**src/hdl/mcpp_pkg.sv**
```systemverilog
// Shared types, codes and limits of the MQTT packet parser core.
package mcpp_pkg;

	localparam int PACKET_MAX_DEF  = 512;
	localparam int TOPIC_MAX_DEF   = 64;
	localparam int PAYLOAD_MAX_DEF = 256;
	localparam int QUEUE_DEPTH     = 4;
	localparam int QCW             = $clog2(QUEUE_DEPTH + 1);
	localparam int QAW             = $clog2(QUEUE_DEPTH);

	localparam logic [1:0] ST_MORE  = 2'd0;
	localparam logic [1:0] ST_ERR   = 2'd1;
	localparam logic [1:0] ST_READY = 2'd2;
	localparam logic [1:0] ST_READ  = 2'd3;

	localparam logic [3:0] PT_CONNACK  = 4'd2;
	localparam logic [3:0] PT_PUBLISH  = 4'd3;
	localparam logic [3:0] PT_PUBACK   = 4'd4;
	localparam logic [3:0] PT_SUBACK   = 4'd9;
	localparam logic [3:0] PT_UNSUBACK = 4'd11;
	localparam logic [3:0] PT_PINGRESP = 4'd13;

	localparam logic [7:0] RC_FAIL = 8'h80;

	typedef enum logic [1:0] {
		K_MORE,
		K_ERR,
		K_CHECK,
		K_READ
	} kind_t;

	typedef struct packed {
		kind_t       kind;
		logic [7:0]  first_byte;
		logic [15:0] rem;
		logic [2:0]  len_bytes;
		logic [15:0] word;
		logic [15:0] pair;
		logic [7:0]  sub_rc;
		logic [7:0]  rdata;
	} ent_t;

	typedef struct packed {
		logic [7:0] read_data;
		logic [8:0] payload_size;
		logic [8:0] payload_start;
		logic [6:0] topic_size;
		logic [8:0] topic_start;
		logic [7:0] ret_code;
		logic       sess_flag;
		logic [15:0] pkt_ident;
		logic [3:0] header_flags;
		logic [3:0] packet_type;
		logic [1:0] status;
	} res_t;

endpackage

```
**src/hdl/mcpp_front.sv**
```systemverilog
// Front end: frames received bytes, keeps the packet store and classifies each request.
module mcpp_front #(
	parameter int PACKET_MAX = mcpp_pkg::PACKET_MAX_DEF
) (
	input  logic              clk,
	input  logic              arst_n,
	input  logic              acc,
	input  logic              cmd,
	input  logic [7:0]        data_byte,
	input  logic [8:0]        read_index,
	output logic              push,
	output mcpp_pkg::ent_t    push_ent
);
	import mcpp_pkg::*;

	localparam int AW  = $clog2(PACKET_MAX);
	localparam int BCW = $clog2(PACKET_MAX + 1);
	localparam logic [BCW-1:0] PMAX = BCW'(PACKET_MAX);

	logic [7:0]     mem [PACKET_MAX];
	logic [7:0]     rd_s1;
	logic           rd_ok_s1;
	logic           valid_s1;
	ent_t           ent_s1;

	logic [BCW-1:0] bc_q, bc_n, body_q, body_n, total_q, total_n;
	logic [27:0]    lv_q, lv_n;
	logic [2:0]     lbu_q, lbu_n;
	logic           ld_q, ld_n;
	logic [7:0]     fb_q, fb_n;
	logic [15:0]    word_q, word_n, pair_q, pair_n, rem_q, rem_n;
	logic [7:0]     rc_q, rc_n;
	logic [27:0]    add_v;
	logic [28:0]    tot;
	logic           we, restart;
	kind_t          kind;
	logic [15:0]    ri_ext;
	logic           ri_ok;
	logic [16:0]    off17, w2;

	assign ri_ext = {7'd0, read_index};
	assign ri_ok  = 32'(ri_ext) < 32'(PACKET_MAX);
	assign off17  = 17'(body_q);
	assign w2     = {1'b0, word_q} + 17'd2;

	always_comb begin
		bc_n    = bc_q;
		body_n  = body_q;
		total_n = total_q;
		lv_n    = lv_q;
		lbu_n   = lbu_q;
		ld_n    = ld_q;
		fb_n    = fb_q;
		word_n  = word_q;
		pair_n  = pair_q;
		rc_n    = rc_q;
		rem_n   = rem_q;
		we      = 1'b0;
		restart = 1'b0;
		kind    = K_MORE;
		add_v   = 28'd0;
		tot     = 29'd0;
		if (cmd) begin
			kind = K_READ;
		end else if (bc_q >= PMAX) begin
			kind    = K_ERR;
			restart = 1'b1;
		end else begin
			we   = 1'b1;
			bc_n = bc_q + 1'b1;
			if (bc_q == '0) begin
				fb_n = data_byte;
			end else if (!ld_q) begin
				case (bc_q[2:0])
					3'd1:    add_v = {21'd0, data_byte[6:0]};
					3'd2:    add_v = {14'd0, data_byte[6:0], 7'd0};
					3'd3:    add_v = {7'd0, data_byte[6:0], 14'd0};
					default: add_v = {data_byte[6:0], 21'd0};
				endcase
				lv_n  = lv_q + add_v;
				lbu_n = bc_q[2:0];
				if (data_byte[7]) begin
					if (bc_q >= BCW'(4)) begin
						kind    = K_ERR;
						restart = 1'b1;
					end
				end else begin
					ld_n    = 1'b1;
					tot     = 29'd1 + 29'(lbu_n) + {1'b0, lv_n};
					total_n = tot[BCW-1:0];
					rem_n   = lv_n[15:0];
					if (tot > 29'(PACKET_MAX)) begin
						kind    = K_ERR;
						restart = 1'b1;
					end else if (29'(bc_n) == tot) begin
						kind    = K_CHECK;
						restart = 1'b1;
					end
				end
			end else begin
				body_n = body_q + 1'b1;
				if (off17 < 17'd2) begin
					word_n = {word_q[7:0], data_byte};
				end else if (off17 == w2 || off17 == w2 + 17'd1) begin
					pair_n = {pair_q[7:0], data_byte};
				end
				if (off17 == 17'd2) begin
					rc_n = data_byte;
				end
				if (bc_n == total_q) begin
					kind    = K_CHECK;
					restart = 1'b1;
				end
			end
		end
	end

	always_ff @(posedge clk or negedge arst_n) begin
		if (!arst_n) begin
			bc_q     <= '0;
			body_q   <= '0;
			total_q  <= '0;
			lv_q     <= '0;
			lbu_q    <= '0;
			ld_q     <= 1'b0;
			fb_q     <= '0;
			word_q   <= '0;
			pair_q   <= '0;
			rc_q     <= '0;
			rem_q    <= '0;
			valid_s1 <= 1'b0;
		end else begin
			valid_s1 <= acc;
			if (acc) begin
				if (restart) begin
					bc_q    <= '0;
					body_q  <= '0;
					total_q <= '0;
					lv_q    <= '0;
					lbu_q   <= '0;
					ld_q    <= 1'b0;
					fb_q    <= '0;
					word_q  <= '0;
					pair_q  <= '0;
					rc_q    <= '0;
					rem_q   <= '0;
				end else begin
					bc_q    <= bc_n;
					body_q  <= body_n;
					total_q <= total_n;
					lv_q    <= lv_n;
					lbu_q   <= lbu_n;
					ld_q    <= ld_n;
					fb_q    <= fb_n;
					word_q  <= word_n;
					pair_q  <= pair_n;
					rc_q    <= rc_n;
					rem_q   <= rem_n;
				end
			end
		end
	end

	always_ff @(posedge clk) begin
		if (acc && we) begin
			mem[bc_q[AW-1:0]] <= data_byte;
		end
		if (acc && cmd) begin
			rd_s1 <= mem[ri_ext[AW-1:0]];
		end
		if (acc) begin
			rd_ok_s1          <= ri_ok;
			ent_s1.kind       <= kind;
			ent_s1.first_byte <= fb_n;
			ent_s1.rem        <= rem_n;
			ent_s1.len_bytes  <= lbu_n;
			ent_s1.word       <= word_n;
			ent_s1.pair       <= pair_n;
			ent_s1.sub_rc     <= rc_n;
			ent_s1.rdata      <= '0;
		end
	end

	always_comb begin
		push_ent       = ent_s1;
		push_ent.rdata = (ent_s1.kind == K_READ && rd_ok_s1) ? rd_s1 : 8'd0;
	end

	assign push = valid_s1;

endmodule

```
**src/hdl/mcpp_fifo.sv**
```systemverilog
// Short request queue between the front end and the back end.
module mcpp_fifo (
	input  logic           clk,
	input  logic           arst_n,
	input  logic           push,
	input  mcpp_pkg::ent_t push_ent,
	input  logic           pop,
	output logic           not_empty,
	output mcpp_pkg::ent_t head,
	output logic [mcpp_pkg::QCW-1:0] count
);
	import mcpp_pkg::*;

	ent_t           slot_q [QUEUE_DEPTH];
	logic [QAW-1:0] wp_q, rp_q;
	logic [QCW-1:0] cnt_q;

	assign not_empty = cnt_q != '0;
	assign head      = slot_q[rp_q];
	assign count     = cnt_q;

	always_ff @(posedge clk or negedge arst_n) begin
		if (!arst_n) begin
			wp_q  <= '0;
			rp_q  <= '0;
			cnt_q <= '0;
		end else begin
			if (push) begin
				wp_q <= wp_q + 1'b1;
			end
			if (pop) begin
				rp_q <= rp_q + 1'b1;
			end
			cnt_q <= cnt_q + QCW'(push) - QCW'(pop);
		end
	end

	always_ff @(posedge clk) begin
		if (push) begin
			slot_q[wp_q] <= push_ent;
		end
	end

endmodule

```
**src/hdl/mcpp_back.sv**
```systemverilog
// Back end: validates complete packets, passes on read data and errors, and holds the result register.
module mcpp_back #(
	parameter int TOPIC_MAX   = mcpp_pkg::TOPIC_MAX_DEF,
	parameter int PAYLOAD_MAX = mcpp_pkg::PAYLOAD_MAX_DEF
) (
	input  logic           clk,
	input  logic           arst_n,
	input  logic           not_empty,
	input  mcpp_pkg::ent_t head,
	output logic           pop,
	output logic           out_valid,
	input  logic           out_ready,
	output mcpp_pkg::res_t res
);
	import mcpp_pkg::*;

	logic        vld_q;
	res_t        res_q, r;
	logic [3:0]  ptype, flags;
	logic [1:0]  qos;
	logic [16:0] rem17, w17, avail, rest, pl, hdr, pos;
	logic        ok;

	assign pop       = not_empty && (!vld_q || out_ready);
	assign out_valid = vld_q;
	assign res       = res_q;

	always_comb begin
		ptype = head.first_byte[7:4];
		flags = head.first_byte[3:0];
		qos   = flags[2:1];
		rem17 = {1'b0, head.rem};
		w17   = {1'b0, head.word};
		hdr   = 17'd1 + 17'(head.len_bytes);
		avail = rem17 - 17'd2;
		rest  = avail - w17;
		pl    = (qos != 2'd0) ? rest - 17'd2 : rest;
		pos   = hdr + 17'd2 + w17 + ((qos != 2'd0) ? 17'd2 : 17'd0);
		ok    = 1'b0;
		r     = '0;
		case (head.kind)
			K_READ: begin
				r.status    = ST_READ;
				r.read_data = head.rdata;
			end
			K_ERR: begin
				r.status = ST_ERR;
			end
			K_CHECK: begin
				r.packet_type  = ptype;
				r.header_flags = flags;
				case (ptype)
					PT_CONNACK: begin
						ok = flags == 4'd0 && head.rem == 16'd2 && head.word[15:8] <= 8'd1;
						r.sess_flag = head.word[8];
						r.ret_code  = head.word[7:0];
					end
					PT_PUBLISH: begin
						ok = qos < 2'd2 && rem17 >= 17'd2 && w17 <= avail
							&& w17 < 17'(TOPIC_MAX);
						if (qos != 2'd0) begin
							ok = ok && rest >= 17'd2 && head.pair != 16'd0;
							r.pkt_ident = head.pair;
						end
						ok              = ok && pl <= 17'(PAYLOAD_MAX);
						r.topic_start   = 9'(hdr + 17'd2);
						r.topic_size    = head.word[6:0];
						r.payload_size  = pl[8:0];
						r.payload_start = (pl != 17'd0) ? pos[8:0] : 9'd0;
					end
					PT_PUBACK, PT_UNSUBACK: begin
						ok = flags == 4'd0 && head.rem == 16'd2 && head.word != 16'd0;
						r.pkt_ident = head.word;
					end
					PT_SUBACK: begin
						ok = flags == 4'd0 && head.rem >= 16'd3 && head.word != 16'd0
							&& (head.sub_rc == 8'd0 || head.sub_rc == 8'd1
							|| head.sub_rc == RC_FAIL);
						r.pkt_ident = head.word;
						r.ret_code  = head.sub_rc;
					end
					PT_PINGRESP: begin
						ok = flags == 4'd0 && head.rem == 16'd0;
					end
					default: begin
						ok = 1'b0;
					end
				endcase
				if (ok) begin
					r.status = ST_READY;
				end else begin
					r        = '0;
					r.status = ST_ERR;
				end
			end
			default: begin
				r.status = ST_MORE;
			end
		endcase
	end

	always_ff @(posedge clk or negedge arst_n) begin
		if (!arst_n) begin
			vld_q <= 1'b0;
		end else if (pop) begin
			vld_q <= 1'b1;
		end else if (out_ready) begin
			vld_q <= 1'b0;
		end
	end

	always_ff @(posedge clk) begin
		if (pop) begin
			res_q <= r;
		end
	end

endmodule

```
**src/hdl/mqtt_client_packet_parser_core.sv**
```systemverilog
// MQTT 3.1.1 receive packet parser core: top level.
// Each request is a received byte (cmd 0) or a store read (cmd 1) and gives exactly one
// result in order: need more, error, packet ready with header fields, or read data. One
// request is taken per cycle; each request passes through the framing stage, which also
// registers the packet-store read, then waits in the four-entry queue ahead of the
// validation stage and its result register, which offers the result to the output.
// A stalled output fills the queue and then holds off new requests.
// No clearing pass is needed after reset.
module mqtt_client_packet_parser_core #(
	parameter int PACKET_MAX  = mcpp_pkg::PACKET_MAX_DEF,
	parameter int TOPIC_MAX   = mcpp_pkg::TOPIC_MAX_DEF,
	parameter int PAYLOAD_MAX = mcpp_pkg::PAYLOAD_MAX_DEF
) (
	input  logic        clk,
	input  logic        arst_n,
	input  logic        s_tvalid,
	output logic        s_tready,
	input  logic [23:0] s_tdata,   // cmd, data_byte[7:0], read_index[8:0], zero pad
	output logic        m_tvalid,
	input  logic        m_tready,
	output logic [79:0] m_tdata    // status, packet_type, header_flags, pkt_ident,
	                               // sess_flag, ret_code, topic_start,
	                               // topic_size, payload_start, payload_size, read_data, pad
);
	import mcpp_pkg::*;

	logic           acc, push, pop, not_empty;
	ent_t           push_ent, head;
	logic [QCW-1:0] count;
	res_t           res;

	assign s_tready = (32'(count) + 32'(push)) < 32'(QUEUE_DEPTH);
	assign acc      = s_tvalid && s_tready;
	assign m_tdata  = {3'd0, res};

	mcpp_front #(.PACKET_MAX(PACKET_MAX)) u_front (
		.clk        (clk),
		.arst_n     (arst_n),
		.acc        (acc),
		.cmd        (s_tdata[0]),
		.data_byte  (s_tdata[8:1]),
		.read_index (s_tdata[17:9]),
		.push       (push),
		.push_ent   (push_ent)
	);

	mcpp_fifo u_fifo (
		.clk       (clk),
		.arst_n    (arst_n),
		.push      (push),
		.push_ent  (push_ent),
		.pop       (pop),
		.not_empty (not_empty),
		.head      (head),
		.count     (count)
	);

	mcpp_back #(.TOPIC_MAX(TOPIC_MAX), .PAYLOAD_MAX(PAYLOAD_MAX)) u_back (
		.clk       (clk),
		.arst_n    (arst_n),
		.not_empty (not_empty),
		.head      (head),
		.pop       (pop),
		.out_valid (m_tvalid),
		.out_ready (m_tready),
		.res       (res)
	);

endmodule

```
**config.mk**
```make
export PLATFORM = sky130hd
export DESIGN_NAME = mqtt_client_packet_parser_core
export DESIGN_NICKNAME = d
export VERILOG_FILES = /design/src/hdl/mcpp_pkg.sv /design/src/hdl/mcpp_front.sv /design/src/hdl/mcpp_fifo.sv /design/src/hdl/mcpp_back.sv /design/src/hdl/mqtt_client_packet_parser_core.sv
export SDC_FILE = /design/constraint.sdc
export NUM_CORES = 2
export LEC_CHECK = 0
export BUFFER_PORTS_ARGS = -buffer_cell sky130_fd_sc_hd__buf_2
export CORE_MARGIN = 4
export CORE_UTILIZATION = 45
export CTS_CLUSTER_DIAMETER = 120
export CTS_CLUSTER_SIZE = 25
export DETAILED_ROUTE_END_ITERATION = 8
export GPL_TIMING_DRIVEN = 0
export PLACE_DENSITY = 0.58
export SLEW_MARGIN = 20
export SYNTH_ARGS = -nofsm -noshare
export SYNTH_HDL_FRONTEND = slang
export SYNTH_MEMORY_MAX_BITS = 65536
export SYNTH_SLANG_ARGS = --single-unit
```
**constraint.sdc**
```tcl
create_clock -name clk -period 20.3 [get_ports clk]
set_input_delay 2.03 -clock clk [delete_from_list [all_inputs] [get_ports clk]]
set_output_delay 2.03 -clock clk [all_outputs]
set_load 0.01 [all_outputs]
```
### Yosys cells after proc, flatten, opt, wreduce, memory -nomap -nowiden

Memory sizes are Yosys's and may differ from the RTL's. A register that Yosys moved wholly into a read port is not among the register bits.
Index checks and enable logic that the tools add are counted.

| word-level totals | value |
|---|---|
| register bits after elaboration | 282 |
| latch bits | 0 |
| memory bits (writable) | 4404 |
| bits in read-only memories | 0 |
| input port bits | 28 |
| output and inout bits | 82 |
| word-level logic and storage cells | 246 |
| memories | 2 |

Memory list:

| memory | depth | width | read ports | clocked after Yosys merged registers in | write ports | line | RTL |
|---|---|---|---|---|---|---|---|
| u_front.mem | 512 | 8 | 1 | 1 | 1 | mcpp_front.sv:20 | `logic [7:0] mem [PACKET_MAX];` |
| u_fifo.slot_q | 4 | 77 | 1 | 0 | 1 | mcpp_fifo.sv:14 | `ent_t slot_q [QUEUE_DEPTH];` |

| operators by class | value |
|---|---|
| add/subtract/negate cells | 19 |
| multipliers | 0 |
| div/mod/pow operators | 0 |
| magnitude comparators | 14 |
| equal/unequal tests | 26 |
| shift operators | 0 |
| mux-type cells | 103 |
| bitwise operators | 0 |
| reduce and logical (&&, ||, !) cells | 46 |

Operators by type and width:

| kind | count |
|---|---|
| 16-bit two-way mux | 20 |
| 28-bit two-way mux | 9 |
| 10-bit two-way mux | 14 |
| 8-bit two-way mux | 11 |
| 28-bit case mux with 3 select lines | 1 |
| 10-bit by 17-bit equality test with 1-bit output | 2 |
| 16-bit by 2-bit >= comparator with 1-bit output, second input constant | 2 |
| 16-bit case mux with 2 select lines | 1 |
| 8-bit case mux with 2 select lines | 2 |
| 16-bit nonzero test | 2 |
| 29-bit by 28-bit adder with 29-bit output | 1 |
| 10-bit by 29-bit equality test with 1-bit output | 1 |
| 29-bit by 10-bit greater-than comparator with 1-bit output, second input constant | 1 |
| 28-bit adder | 1 |
| 1-bit two-way mux | 28 |
| 10-bit by 1-bit adder with 10-bit output, second input constant | 2 |
| 9-bit adder | 2 |
| 1-bit logical AND | 18 |
| 2-bit two-way mux | 9 |
| 16-bit by 2-bit adder with 17-bit output, second input constant | 1 |
| 17-bit by 1-bit adder with 17-bit output, second input constant | 1 |
| 17-bit by 2-bit >= comparator with 1-bit output, second input constant | 1 |
| 16-bit by 17-bit less-or-equal comparator with 1-bit output | 1 |
| 17-bit by 9-bit less-or-equal comparator with 1-bit output, second input constant | 1 |
| 51 further kinds | 76 |

### Longest topological paths before layout

| depth | value |
|---|---|
| depth after elaboration | 18 |
| depth in mapped cells | 26 |
| depth with buffers taken out | 24 |

### Modules after synthesis

A second synthesis with hierarchy kept.

| second synthesis, totals | value |
|---|---|
| cell total of the unflattened synthesis | 8570 |
| area total of the unflattened synthesis | 186142.3 µm² |

By module, submodules not included:

| module | instances | cells each | area each (µm²) | seq. area each (µm²) |
|---|---|---|---|---|
| mcpp_front | 1 | 7568 | 169283.6 | 128488.2 |
| mcpp_fifo | 1 | 436 | 11494.8 | 9424.0 |
| mcpp_back | 1 | 559 | 5318.9 | 2187.1 |
| mqtt_client_packet_parser_core | 1 | 7 | 45.0 | 0.0 |

### Least setup slack after synthesis

No wires, ideal clock.

| path | value |
|---|---|
| path kind | in2reg |
| start | in m_tready |
| end | reg u_fifo.cnt_q[2], in the netlist u_fifo.count[2] |
| library setup time | 122 ps |
| arrival | 7224 ps |
| data required time | 20178 ps |
| path slack | 12954 ps |
| cell stages on the path | 8 |
| path buffers | 0 |
| cell sequence | inv_1 a21oi_1 ha_1 inv_1 ha_1 inv_1 fa_1 xor2_1 |

| between the ends | value |
|---|---|
| longest elaborated chain between the ends | 3 |

RTL lines:

| item | line | RTL |
|---|---|---|
| from (decl) | mqtt_client_packet_parser_core.sv:20 | `input logic m_tready,` |
| 1-bit logical OR | mcpp_back.sv:24 | `assign pop = not_empty && (!vld_q \|\| out_ready);` |
| 1-bit logical AND | mcpp_back.sv:24 |  |
| named net pop | mqtt_client_packet_parser_core.sv:27 | `logic acc, push, pop, not_empty;` |
| 3-bit by 1-bit subtractor with 3-bit output | mcpp_fifo.sv:34 | `cnt_q <= cnt_q + QCW'(push) - QCW'(pop);` |
| to (signal assigned) | mcpp_fifo.sv:34 |  |
| to (decl) | mcpp_fifo.sv:16 | `logic [QCW-1:0] cnt_q;` |

The timed path passes the listed nets, and every way through them passes these cells.
A chain may end at the register's enable or synchronous reset.

==> impl_metrics.env <==
export IMPL_crit_arrival_ps=9500
export IMPL_netlist_area_mm2=0.1862
export IMPL_rows=235
export IMPL_timing_final_crit_share_pct=43.05
export IMPL_grt_busiest_layer="met2"
export IMPL_holdCritPathClass="reg -> reg"
export IMPL_ir_drop_mv=0.08860
export IMPL_finalInstanceArea_mm2=0.2029
export IMPL_die_w_um=651.2
export IMPL_leakage_nw=61.95
export IMPL_viasPerCell=6.306
export IMPL_muxShareOfSynthArea_pct=17.89
export IMPL_ff2ff_path_depth=23
export IMPL_globalplace_congestion=0.8669
export IMPL_grt_pass1_vias=90940
export IMPL_syn_inst=8666
export IMPL_setup_violations=0
export IMPL_cts_root_buf="clkbuf_16"
export IMPL_path_clk_slew_ps=100
export IMPL_yosys_area_share_adder_pct=0.5887
export IMPL_hold_buffers=0
export IMPL_multi_input_area_mm2=0.04403
export IMPL_cts_tree="built"
export IMPL_initial_core_util_pct=45.32
export IMPL_clk_latency_ps=980
export IMPL_worstMarginPinSlew_ps=1242
export IMPL_min_period_ps=8740
export IMPL_wl_per_cell_um=37.25
export IMPL_cts_resized=0
export IMPL_use_met3_pct=5.274
export IMPL_cp_end_kind="flop"
export IMPL_rr_endpoint="u_back.res[61]$_SDFFCE_PN0P_"
export IMPL_synth_top_family_by_area="multiplexers"
export IMPL_nets=9215
export IMPL_fin_skew_ps=49.56
export IMPL_hold_viol=0
export IMPL_use_met2_pct=40.50
export IMPL_clkSinkCount=4689
export IMPL_dp_hpwl_mm=384.5
export IMPL_fin_tns_setup_ps=0
export IMPL_cp_common_cell="buf_2"
export IMPL_ys_ff_latch=4689
export IMPL_synth_compound_area_share_pct=1.356
export IMPL_final_cell_mix="edfxtp_1, mux4_2, nor2_1, nand2_1, clkbuf_1"
export IMPL_fmax_mhz=114.4
export IMPL_async_flop_share_pct=2.879
export IMPL_grt_start_max_net_pins=122
export IMPL_status="complete, no violations"
export IMPL_synthToLayoutAreaGrowth_pct=8.962
export IMPL_nFillCells=32780
export IMPL_cts_buffers=213
export IMPL_crit_path_top_delay_cell="buf_1"
export IMPL_syn_avg_cell_area_um2=21.48
export IMPL_grt_pass1_wl_mm=749.2
export IMPL_regToRegSetupSlack_ps=11560
export IMPL_synthSimpleGateAreaFrac_pct=3.075
export IMPL_synth_main_ff_cell="edfxtp_1"
export IMPL_core_mm2=0.4108
export IMPL_max_slew_margin_pct=16.98
export IMPL_num_vias=92370
export IMPL_hold_end="u_front.fb_q[3]$_DFFE_PN0P_"
export IMPL_final_common_cell="edfxtp_1"
export IMPL_synth_edf_count=4554
export IMPL_met1_usage_pct=34.94
export IMPL_cts_htree_levels=4
export IMPL_die_h_um=651.2
export IMPL_yosys_warnings=0
export IMPL_placed_cell_area_mm2=0.1969
export IMPL_clk_path_buf_depth=4
export IMPL_cts_setup_buffers=0
export IMPL_ios=110
export IMPL_drive_gt1_share_pct=24.13
export IMPL_maxCapViolCount=0
export IMPL_crit_fanout=10
export IMPL_io_buffers=87
export IMPL_min_from="u_front.fb_q[3]$_DFFE_PN0P_"
export IMPL_worstSetupPathType="reg -> reg"
export IMPL_worstPathRequired_ps=21060
export IMPL_first_pass_iters=6
export IMPL_dieArea_mm2=0.4241
export IMPL_path_cells="clkbuf_1 -> buf_2 -> buf_2 -> buf_1 -> buf_2 -> mux4_2 -> ha_1 -> fa_1 -> nor2b_1 -> o21ai_0 -> a21boi_0 -> nor2_1 -> or3_1 -> or4b_1 -> clkbuf_1 -> xnor3_1 -> nor3_1 -> nor2_1 -> a311o_1 -> o31ai_1 -> nand4_1 -> buf_2 -> nor3_1"
export IMPL_drc_errors=0
export IMPL_ys_seq_area_share_pct=75.27
export IMPL_cpPeakStageDelay_ps=650
export IMPL_drt_iter0_markers=13740
export IMPL_grt_ovfl_total=0
export IMPL_track_usage_pct=25.45
export IMPL_synth_cell_types=93
export IMPL_postRouteAntennaNets=0
export IMPL_holdPathStages=2
export IMPL_startpoint_type="flop"
export IMPL_rsz0062_at_grt="false"
export IMPL_synthXorXnorAreaFrac_pct=0.6418
export IMPL_slew_violations=0
export IMPL_seqCellArea_mm2=0.1401
export IMPL_antenna_found_initial=63
export IMPL_powerDensity_mw_per_mm2=97.37
export IMPL_reg2reg_from="u_fifo.rp_q[1]$_DFFE_PN0P_"
export IMPL_wl_mm=545.7
==> cells by family (layout without fill, tap and decap cells) <==
kind of cell             after synthesis  count (layout)
buffers and inverters                567            1053
adder cells (fa/ha/maj)               84              84
AO/OA/AOI/OAI                        380             380
multiplexers                        1523            1523
other                                  1              46
AND/OR/NAND/NOR                     1288            1288
XOR/XNOR                             134             134
flip-flops                          4689            4689
==> area by class of cell <==
type | count | area share [%]
Antenna cell | 35 | 0.04318
Buffer | 491 | 1.062
Clock buffer | 259 | 2.765
Clock inverter | 15 | 0.1178
Inverter | 76 | 0.1406
Multi-Input combinational cell | 3420 | 21.70
Sequential cell | 4689 | 69.08
Tap cell | 5451 | 3.362
Timing Repair Buffer | 212 | 1.726
==> worst max path at each step <==
stage / from / to / cells past startpoint
after floorplan: m_tready / u_fifo.count[2]$_DFF_PN0_ / 8
after global placement: s_tdata[2] / u_front.pair_q[11]$_DFFE_PN0P_ / 17
after detailed placement: s_tdata[2] / u_front.word_q[13]$_DFFE_PN0P_ / 21
after CTS: u_fifo.rp_q[1]$_DFFE_PN0P_ / u_back.res[61]$_SDFFCE_PN0P_ / 23
after global routing: u_fifo.rp_q[1]$_DFFE_PN0P_ / u_back.res[56]$_SDFFCE_PN0P_ / 23
final: u_fifo.rp_q[1]$_DFFE_PN0P_ / u_back.res[61]$_SDFFCE_PN0P_ / 23
==> sequential cells by signal, indices dropped and copies added (netlist names) <==
name / cells
u_front.mem: 4096
u_fifo.slot_q: 308
u_back.res: 73
u_front.push_ent: 69
u_front.lv_q: 28
u_front.pair_q: 16
u_front.rem_q: 16
u_front.word_q: 16
u_front.bc_q: 10
u_front.body_q: 10
u_front.total_q: 10
u_front.fb_q: 8
u_front.rc_q: 8
u_front.rd_s1: 8
u_fifo.count: 3
u_front.lbu_q: 3
u_fifo.rp_q: 2
u_fifo.wp_q: 2
u_back.out_valid: 1
u_front.ld_q: 1
u_front.push: 1
==> stage by stage <==
stage,std cells,worst slack (ps),hold slack (ps),power (W),utilization [%]
detailed placement,14340,11290,467.0,0.01500,47.92
floorplan,8676,12950,444.4,0.01340,-
global route,14620,11160,513.1,0.02042,49.37
finish,14650,11560,485.7,0.01975,49.38
CTS,14610,11460,488.2,0.01981,49.35
global placement,14210,3695,461.6,0.01492,47.10
==> metal layers <==
| layer | share of wire, % | vias to the layer above |
|---|---|---|
| li1 | - | 36690 |
| met1 | 39 | 50350 |
| met4 | 4.3 | 14 |
| met3 | 9.3 | 740 |
| met5 | 0.018 | - |
| met2 | 48 | 4577 |
==> report_power, final <==
| group | switching (W) | total [W] | internal (W) |
|---|---|---|---|
| registers | 0.000142 | 0.0111 | 0.0110 |
| clock network | 0.00297 | 0.00495 | 0.00197 |
| logic | 0.00241 | 0.00370 | 0.00129 |
| total | 0.00553 | 0.0198 | 0.0142 |
==> cells in the mapped netlist, drive strengths merged (72+ instances only) <==
| cell | number | area (um^2) |
|---|---|---|
| ha | 78 | 975.9 |
| buf | 142 | 594.3 |
| nor2 | 650 | 2442 |
| dfrtp | 135 | 3378 |
| edfxtp | 4554 | 136800 |
| mux4 | 1437 | 32360 |
| nand2 | 283 | 1062 |
| clkbuf | 349 | 1310 |
| inv | 76 | 285.3 |
| xnor2 | 72 | 630.6 |
| o21ai | 144 | 743.2 |
==> worst max-delay path: cells and delay by family (launching register included) <==
family	cells	cell delay (ps)
buf+inv	7	2870
compound gates	4	1200
mux	1	540
xor+xnor	1	430
flops	1	530
fa+ha+maj	2	750
simple gates	8	2150
(Power assumes the default switching activity.)
